File: src/hdl/swph_pkg.sv
package swph_pkg;

    localparam int CellSlots = 26;

    typedef struct packed {
        logic        func;
        logic        pair_valid;
        logic [27:0] span_hi;
        logic [27:0] span_lo;
        logic [5:0]  pair_type;
        logic        mei_on_first;
        logic [11:0] read_cell;
        logic [1:0]  read_group;
        logic [2:0]  read_slot;
    } in_item_t;

    typedef struct packed {
        logic [31:0] count_value;
        logic        cell_touched;
    } out_item_t;

    typedef enum logic {
        FUNC_ADD  = 1'b0,
        FUNC_READ = 1'b1
    } func_t;

    typedef enum logic {
        CFG_WINDOW = 1'b0,
        CFG_STEP   = 1'b1
    } cfg_index_t;

    typedef enum logic [2:0] {
        FR_IDLE,
        FR_DIV_HI,
        FR_DIV_LO,
        FR_PUSH
    } front_state_t;

    typedef enum logic [2:0] {
        BK_CLEAR,
        BK_IDLE,
        BK_RD,
        BK_WAIT,
        BK_WR,
        BK_OUT
    } back_state_t;

    // Front to back command: window range and slot offsets
    typedef struct packed {
        logic        is_read;
        logic [31:0] first;
        logic [31:0] last;
        logic        proper;
        logic [4:0]  off0;
        logic [4:0]  off1;
        logic [4:0]  off2;
        logic [11:0] read_cell;
        logic [1:0]  read_group;
        logic [2:0]  read_slot;
    } cmd_t;

    function automatic logic [4:0] slot_off(input logic [1:0] g, input logic [5:0] t,
                                            input logic mf);
        logic [2:0] s;
        s = {mf, t[g + 3'd2], t[2]};
        return 5'd2 + 5'({g - 2'd1, 3'b000}) + 5'(s);
    endfunction

endpackage

File: src/hdl/swph_queue.sv
module swph_queue (
    input  logic           clk,
    input  logic           rst_n,
    input  swph_pkg::cmd_t wr_data,
    input  logic           wr_valid,
    output logic           wr_ready,
    output swph_pkg::cmd_t rd_data,
    output logic           rd_valid,
    input  logic           rd_ready
);
    import swph_pkg::*;

    cmd_t       mem_reg [2];
    logic       wp_reg, rp_reg;
    logic [1:0] cnt_reg;
    logic       push, pop;

    assign wr_ready = (cnt_reg != 2'd2);
    assign rd_valid = (cnt_reg != 2'd0);
    assign push = wr_valid && wr_ready;
    assign pop  = rd_valid && rd_ready;
    assign rd_data = mem_reg[rp_reg];

    always_ff @(posedge clk or negedge rst_n)
    begin
        if (!rst_n)
        begin
            wp_reg  <= 1'b0;
            rp_reg  <= 1'b0;
            cnt_reg <= 2'd0;
        end
        else
        begin
            if (push)
            begin
                wp_reg <= ~wp_reg;
            end
            if (pop)
            begin
                rp_reg <= ~rp_reg;
            end
            cnt_reg <= cnt_reg + {1'b0, push} - {1'b0, pop};
        end
    end

    always_ff @(posedge clk)
    begin
        if (push)
        begin
            mem_reg[wp_reg] <= wr_data;
        end
    end

`ifndef SYNTH
    a_no_overflow: assert property (@(posedge clk) disable iff (!rst_n)
        cnt_reg == 2'd2 |-> !push) else $error("queue overflow");
    a_no_underflow: assert property (@(posedge clk) disable iff (!rst_n)
        cnt_reg == 2'd0 |-> !pop) else $error("queue underflow");
    a_count_range: assert property (@(posedge clk) disable iff (!rst_n)
        cnt_reg != 2'd3) else $error("queue count");
`endif

endmodule

File: config.mk
export PLATFORM = sky130hd
export DESIGN_NAME = swph_queue
export DESIGN_NICKNAME = d
export VERILOG_FILES = /design/src/hdl/swph_pkg.sv /design/src/hdl/swph_queue.sv
export SDC_FILE = /design/constraint.sdc
export NUM_CORES = 1
export LEC_CHECK = 0
export BUFFER_PORTS_ARGS = -buffer_cell sky130_fd_sc_hd__buf_2
export CAP_MARGIN = 15
export CORE_MARGIN = 2
export CORE_UTILIZATION = 48
export CTS_CLUSTER_SIZE = 28
export DETAILED_ROUTE_END_ITERATION = 8
export PLACE_DENSITY_LB_ADDON = 0.1
export SETUP_SLACK_MARGIN = 0.15
export SLEW_MARGIN = 40
export SYNTH_ARGS = -nofsm -noshare
export SYNTH_HDL_FRONTEND = slang
export SYNTH_SLANG_ARGS = --single-unit
File: constraint.sdc
create_clock -name clk -period 8 [get_ports clk]
set_clock_uncertainty 0.15 [all_clocks]
set_input_delay 1.6 -clock clk [delete_from_list [all_inputs] [get_ports clk]]
set_output_delay 1.6 -clock clk [all_outputs]
set_load 0.02 [all_outputs]
==> out/qor.yml, run 1 <==
outcome:
  result_of_the_run: "completed"
routing:
  detail_route.first_pass.iterations: 5
  finalWirelength_um: 12800
  drt-wirelength-per-cell_um: 17.4
  detail_route.vias_per_cell: 4.90
  detailroute.via_count: 3596
  antenna_left: 0
  detail_route.iter0.violations: 251
  route.detailed.drc: 0
worst_setup_path:
  path_cells: "buf_6, mux2_2, buf_2"
  worst-path-stages: 3
  worst_setup_path_end_kind: "output port"
  max_stage_delay_ns: 0.72
  worst_ep_required_time_ns: 6.25
  worstPathArrival_ns: 2.38
  setup.worst_path.class: "reg -> out"
  critical_path.top_delay_family: "buffers and inverters"
  rr_startpoint: "cnt_reg[1]"
  timing.reg2reg.worst_path_depth: 3
  start_kind: "register"
  critPathCapture: "rd_data[17]"
  combined_buffer_and_inverter_count_along_the_critical_path: 2
  peak_fanout_along_the_critical_path: 67
  timing.reg2reg.setup_slack_ns: 5.53
  critical_path.startpoint: "rp_reg"
  cpMaxStageDelayCell: "dfrtp_4"
  worstReg2RegEnd: "mem_reg[1][92]"
placement:
  dp.final_hpwl_um: 8350
  gp_routability_congestion: 0.712
  port_buffers: 201
pwr:
  power.leakage_uw: 0.00341
  powerDensity_nw_per_um2: 374
  fin_total_pwr_uw: 3390
  irDropWorstVdd_mv: 0.174
floorplanning:
  fp-row-count: 45
  dieArea_um2: 16200
  floorplan.die.width_um: 127
  initial_core_utilization: 0.485
  floorplan.core_area_um2: 15000
  die_height_um: 127
  io_pins: 202
hold_path:
  min-delay-path-class: "reg -> reg"
global_route:
  grt_antenna_before_repair: 2
  grt_first_pass_wirelength_um: 19200
  track_usage: 0.159
  grt_max_degree: 68
  global_route.overflow_total: 0
  grt_pass1_vias: 3691
timing:
  finalSetupViolCount: 0
  relSlewSlack: 0.515
  maxClockFrequency_ghz: 0.242
  tns_ns: 0
  fin_crit_sh: 0.517
  layout_min_cycle_time_ns: 4.13
  maxSlewViolCount: 0
  tightestPinTransition_ns: 0.727
  finalHoldViolations: 0
  grt_setup_unrepaired: "no"
logic_synthesis:
  yosys_warnings: 0
  synthesis.area_um2: 7300
  yosys_register_bits: 200
  yosysUniqueCellTypes: 16
  syn-num-nets: 426
  postSynthAreaPerCell_um2: 22.7
  register_area_share_after_synthesis: 0.820
  synthCells: 322
cts:
  cts.root.buffer_cell: "clkbuf_16"
  cts_htree_levels: 4
  clock_latency_late_sink_ns: 0.41
  cts-root-to-sink-buffers: 2
  tritoncts: "yes"
  cts-resized-gates: 0
  cts.clk_slew.worst_paths_ns: 0.06
  tritoncts.num_buffers: 17
  cts.sinks: 200
  post_cts_buffers: 0
  cts.hold.buffers_added: 0
finish:
  count_of_inserted_antenna_diode_cells: 0
  layout-area-overhead-vs-synth_pct: 24.1
  layout-drive-gt1-share: 0.610
  n_fill_cell: 1148
  most-common-layout-cells: "buf_2 (201), edfxtp_1 (196), mux2_2 (88)"
  largest_register_ff_count: 196
  finalNetCount: 640
  final_common_cell: "buf_2"
job:
  timing.max_cap.violations: 0
==> worst register-to-register path, cell delays in order, from the launching register on <==
cell      delay (ns)
dfrtp_1         0.41
nand2b_1        0.14
and3_4          0.64
buf_4           0.71
==> routing by layer <==
layer | wire length, µm | up-vias | global-route usage | share of wire
li1 | - | 1706 | - | -
met1 | 5150 | 1739 | 0.192 | 0.40
met2 | 6310 | 128 | 0.258 | 0.49
met3 | 1120 | 19 | 0.0649 | 0.087
met4 | 179 | 4 | 0.0588 | 0.014
met5 | 22 | - | 0 | 0.0017
==> worst min-delay path by stage <==
| stage | endpoint | slack (ns) | from | depth (start not counted) |
|---|---|---|---|---|
| after floorplan | wp_reg | 0.31 | wp_reg | 1 |
| after global placement | cnt_reg[0] | 0.34 | cnt_reg[0] | 1 |
| after detailed placement | cnt_reg[0] | 0.39 | cnt_reg[0] | 1 |
| after CTS | cnt_reg[0] | 0.41 | cnt_reg[0] | 1 |
| after global routing | cnt_reg[0] | 0.44 | cnt_reg[0] | 1 |
| final | cnt_reg[0] | 0.39 | cnt_reg[0] | 1 |
==> cell type report <==
| cell class | instances | area, µm² | share of cell area |
|---|---|---|---|
| Tap cell | 188 | 235 | 0.0260 |
| Sequential cell | 200 | 5990 | 0.661 |
| Inverter | 1 | 3.75 | 0.000414 |
| Clock buffer | 19 | 433 | 0.0478 |
| Clock inverter | 10 | 58.8 | 0.00649 |
| Timing Repair Buffer | 206 | 1090 | 0.120 |
| Multi-Input combinational cell | 110 | 1250 | 0.138 |
==> synth_stat cells, drive strengths merged <==
cell / count / area (µm²)
edfxtp: 196 / 5890
nand2b: 1 / 6.26
nor2: 1 / 3.75
xnor2: 3 / 26.3
dfrtp: 4 / 100
xor2: 1 / 8.76
inv: 1 / 3.75
or2: 1 / 6.26
ha: 2 / 25.0
and2: 1 / 6.26
and3: 1 / 6.26
mux2: 98 / 1140
nand2: 1 / 3.75
buf: 11 / 73.8
==> metrics by stage <==
step                      instances  hold WS [ns]  utilization  worst slack [ns]  instance area, µm²
after floorplan                 322         0.311            -              1.51                7300
after global placement          703         0.342        0.566              3.92                8500
after detailed placement        705         0.393        0.570              4.27                8560
after CTS                       734         0.407        0.602              3.83                9050
after global routing            734         0.439        0.602              3.72                9060
final                           734         0.395        0.602              3.87                9060
==> where the power goes <==
| part | switching [µW] | internal, µW |
|---|---|---|
| combinational | 675 | 463 |
| clock | 344 | 389 |
| sequential | 81.8 | 1430 |
==> kinds of logic after synthesis <==
group | Yosys count | share of synthesized area
flops | 200 | 0.820
mux | 98 | 0.156
buf+inv | 12 | 0.0106
fa+ha+maj | 2 | 0.00343
simple gates | 6 | 0.00446
xor+xnor | 4 | 0.00480
Note: power is estimated with default switching activity, not from simulation.
==> inputs of run 2 (changes only) <==
==> constraint.sdc (replaced) <==
create_clock -name clk -period 4 [get_ports clk]
set_clock_uncertainty 0.15 [all_clocks]
set_input_delay 0.8 -clock clk [delete_from_list [all_inputs] [get_ports clk]]
set_output_delay 0.8 -clock clk [all_outputs]
set_load 0.02 [all_outputs]
==> run 2 against run 1 <==
Effect of this change: sequential share of layout area is 0.53 points lower; power is 110% higher; sequential power is 100% higher; sequential cell count stayed put; clock-buffer cell count is 1 lower; global-route usage is 0.21 points higher; design area is 0.80% higher; non-clock buffer count stayed put; combinational power is 96% higher; die area stayed put; clock power is 130% higher; wire length is 1.2% higher; critical path type unchanged; critical endpoint is now rd_data[74].
==> out/qor.yml, run 2 (synthesis results as in run 1) <==
routing:
  detailroute.via_count: 3655  # +1.6%
  antenna_left: 0  # unchanged
  drt-wirelength-per-cell_um: 17.5  # +0.64%
  detailroute.wirelength.met2_um: 6490  # +2.9%
  detail_route.first_pass.iterations: 4  # -1
  detail_route.iter0.violations: 215  # -14%
  detail_route.wirelength.met1_um: 5280  # +2.5%
  highest-signal-layer: "met4"
  detail_route.vias_per_cell: 4.95  # +1.1%
  wl_met3_um: 912  # -18%
  route.detailed.drc: 0  # unchanged
  finalWirelength_um: 12900  # +1.2%
worst_setup_path:
  critPathCapture: "rd_data[74]"
  max_stage_delay_ns: 0.82  # +0.10 ns
  timing.reg2reg.setup_slack_ns: 1.92  # -3.61 ns
  timing.reg2reg.worst_path_depth: 3  # unchanged
  critical_path.startpoint: "rp_reg"
  start_kind: "register"
  rr_startpoint: "cnt_reg[1]"
  critical_path.top_delay_family: "flip-flops"
  cpMaxStageDelayCell: "dfrtp_4"
  peak_fanout_along_the_critical_path: 43  # -36%
  setup.worst_path.class: "reg -> out"
  worstReg2RegEnd: "mem_reg[1][58]"
  path_cells: "buf_4, mux2_2, buf_2"
  worstPathArrival_ns: 2.16  # -0.22 ns
  worst_setup_path_end_kind: "output port"
  worst-path-stages: 3  # unchanged
  combined_buffer_and_inverter_count_along_the_critical_path: 2  # unchanged
  worst_ep_required_time_ns: 3.05  # -3.20 ns
placement:
  gp_routability_congestion: 0.756  # +6.2%
  port_buffers: 201  # unchanged
  dp.final_hpwl_um: 8430  # +0.95%
  placed_cell_area_um2: 8540  # -0.22%
timing:
  tns_ns: 0  # unchanged
  tightestPinTransition_ns: 0.750  # +0.0231 ns
  maxClockFrequency_ghz: 0.322
  grt_setup_unrepaired: "no"
  relSlewSlack: 0.500  # -0.0154
  maxSlewViolCount: 0  # unchanged
  layout_min_cycle_time_ns: 3.11
  finalSetupViolCount: 0  # unchanged
  finalHoldViolations: 0  # unchanged
  fin_crit_sh: 0.778
pwr:
  power.leakage_uw: 0.00345  # +1.3%
  powerDensity_nw_per_um2: 764  # +100%
  irDropWorstVdd_mv: 0.361  # +110%
finish:
  n_fill_cell: 1143  # -0.44%
  layout-area-overhead-vs-synth_pct: 25.1
  most-common-layout-cells: "buf_2 (201), edfxtp_1 (196), mux2_2 (88)"
  postLayoutCellArea_um2: 9130  # +0.80%
  finalNetCount: 640  # unchanged
  largest_register_ff_count: 196  # unchanged
  layout-drive-gt1-share: 0.612  # +0.00213
  final_common_cell: "buf_2"
job:
  timing.max_cap.violations: 0  # unchanged
floorplanning:
  die_height_um: 127  # unchanged
  io_pins: 202  # unchanged
  floorplan.core_area_um2: 15000  # unchanged
  fp-row-count: 45  # unchanged
  floorplan.die.width_um: 127  # unchanged
  dieArea_um2: 16200  # unchanged
  initial_core_utilization: 0.485  # unchanged
cts:
  cts.root.buffer_cell: "clkbuf_16"
  cts.clk_slew.worst_paths_ns: 0.06  # about the same
  cts_htree_levels: 4  # unchanged
  post_cts_buffers: 0  # unchanged
  cts-resized-gates: 0  # unchanged
  cts-root-to-sink-buffers: 2  # unchanged
  tritoncts: "yes"
  clock_latency_late_sink_ns: 0.41  # about the same
  cts.hold.buffers_added: 0  # unchanged
  tritoncts.num_buffers: 17  # unchanged
  cts.sinks: 200  # unchanged
global_route:
  grt_max_degree: 54  # -21%
  track_usage: 0.161  # +0.00214
  grt_antenna_before_repair: 2  # unchanged
  global_route.overflow_total: 0  # unchanged
  grt_first_pass_wirelength_um: 19300  # +0.32%
  grt_pass1_vias: 3765  # +2.0%
hold_path:
  min-delay-path-class: "in -> async"
outcome:
  result_of_the_run: "completed"
-- run 2: cell types whose count changed in the layout (fill, tap and decap cells not counted) --
| cell | change |
|---|---|
| buf_4 | +2 |
| inv_6 | +1 |
| diode_2 | +1 |
| clkbuf_1 | -1 |
| clkinv_4 | +1 |
| clkinv_1 | +1 |
| buf_6 | -2 |
| buf_16 | -2 |
| clkinvlp_4 | -2 |
| bufinv_16 | +3 |
| buf_12 | +2 |
-- run 2: area by class of cell --
| type | count | area (µm²) | share of cell area |
|---|---|---|---|
| clock buffer | 18 | 429 | 0.0470 |
| timing repair buffer | 206 | 1070 | 0.117 |
| tap | 188 | 235 | 0.0258 |
| multi-input combinational | 110 | 1250 | 0.136 |
| antenna | 1 | 2.50 | 0.000274 |
| clock inverter | 14 | 155 | 0.0170 |
| inverter | 1 | 3.75 | 0.000411 |
| sequential | 200 | 5990 | 0.656 |
-- run 2: power by group --
group          total [µW]  switching [µW]  internal [µW]
Combinational        2230            1320            914
Sequential           3060             193           2870
Clock                1680             707            978
Total                6980            2220           4760
-- run 2: how the worst min path moves through the flow --
| stage | end | cells past startpoint | slack, ns | startpoint |
|---|---|---|---|---|
| final | wp_reg | 1 | 0.03 | rst_n |
| after global routing | wp_reg | 1 | 0.009 | rst_n |
| after CTS | wp_reg | 1 | 0.006 | rst_n |
| after detailed placement | cnt_reg[0] | 1 | 0.36 | cnt_reg[0] |
| after global placement | cnt_reg[0] | 1 | 0.35 | cnt_reg[0] |
| after floorplan | cnt_reg[0] | 1 | 0.33 | cnt_reg[0] |
-- run 2: worst reg2reg max path, stage by stage, from the launching register on --
cell      delay [ns]
dfrtp_1         0.41
nand2b_1        0.12
and3_4          0.67
buf_12          0.37
-- run 2: through the flow --
| stage | utilization | cells | power [µW] | setup slack [ns] | hold WS [ns] |
|---|---|---|---|---|---|
| after floorplan | - | 322 | 4670 | 0.273 | 0.333 |
| after global placement | 0.568 | 705 | 5350 | 1.31 | 0.346 |
| after detailed placement | 0.568 | 705 | 5380 | 1.30 | 0.362 |
| after CTS | 0.607 | 737 | 7070 | 0.842 | 0.00595 |
| after global routing | 0.607 | 738 | 7290 | 0.755 | 0.00942 |
| final | 0.607 | 738 | 6980 | 0.890 | 0.0264 |
-- run 2: routing by layer --
metal / up-vias / GRT usage
li1: 1708 / -
met1: 1810 / 0.191
met2: 119 / 0.263
met3: 18 / 0.0611
met4: 0 / 0.0711
met5: - / 0
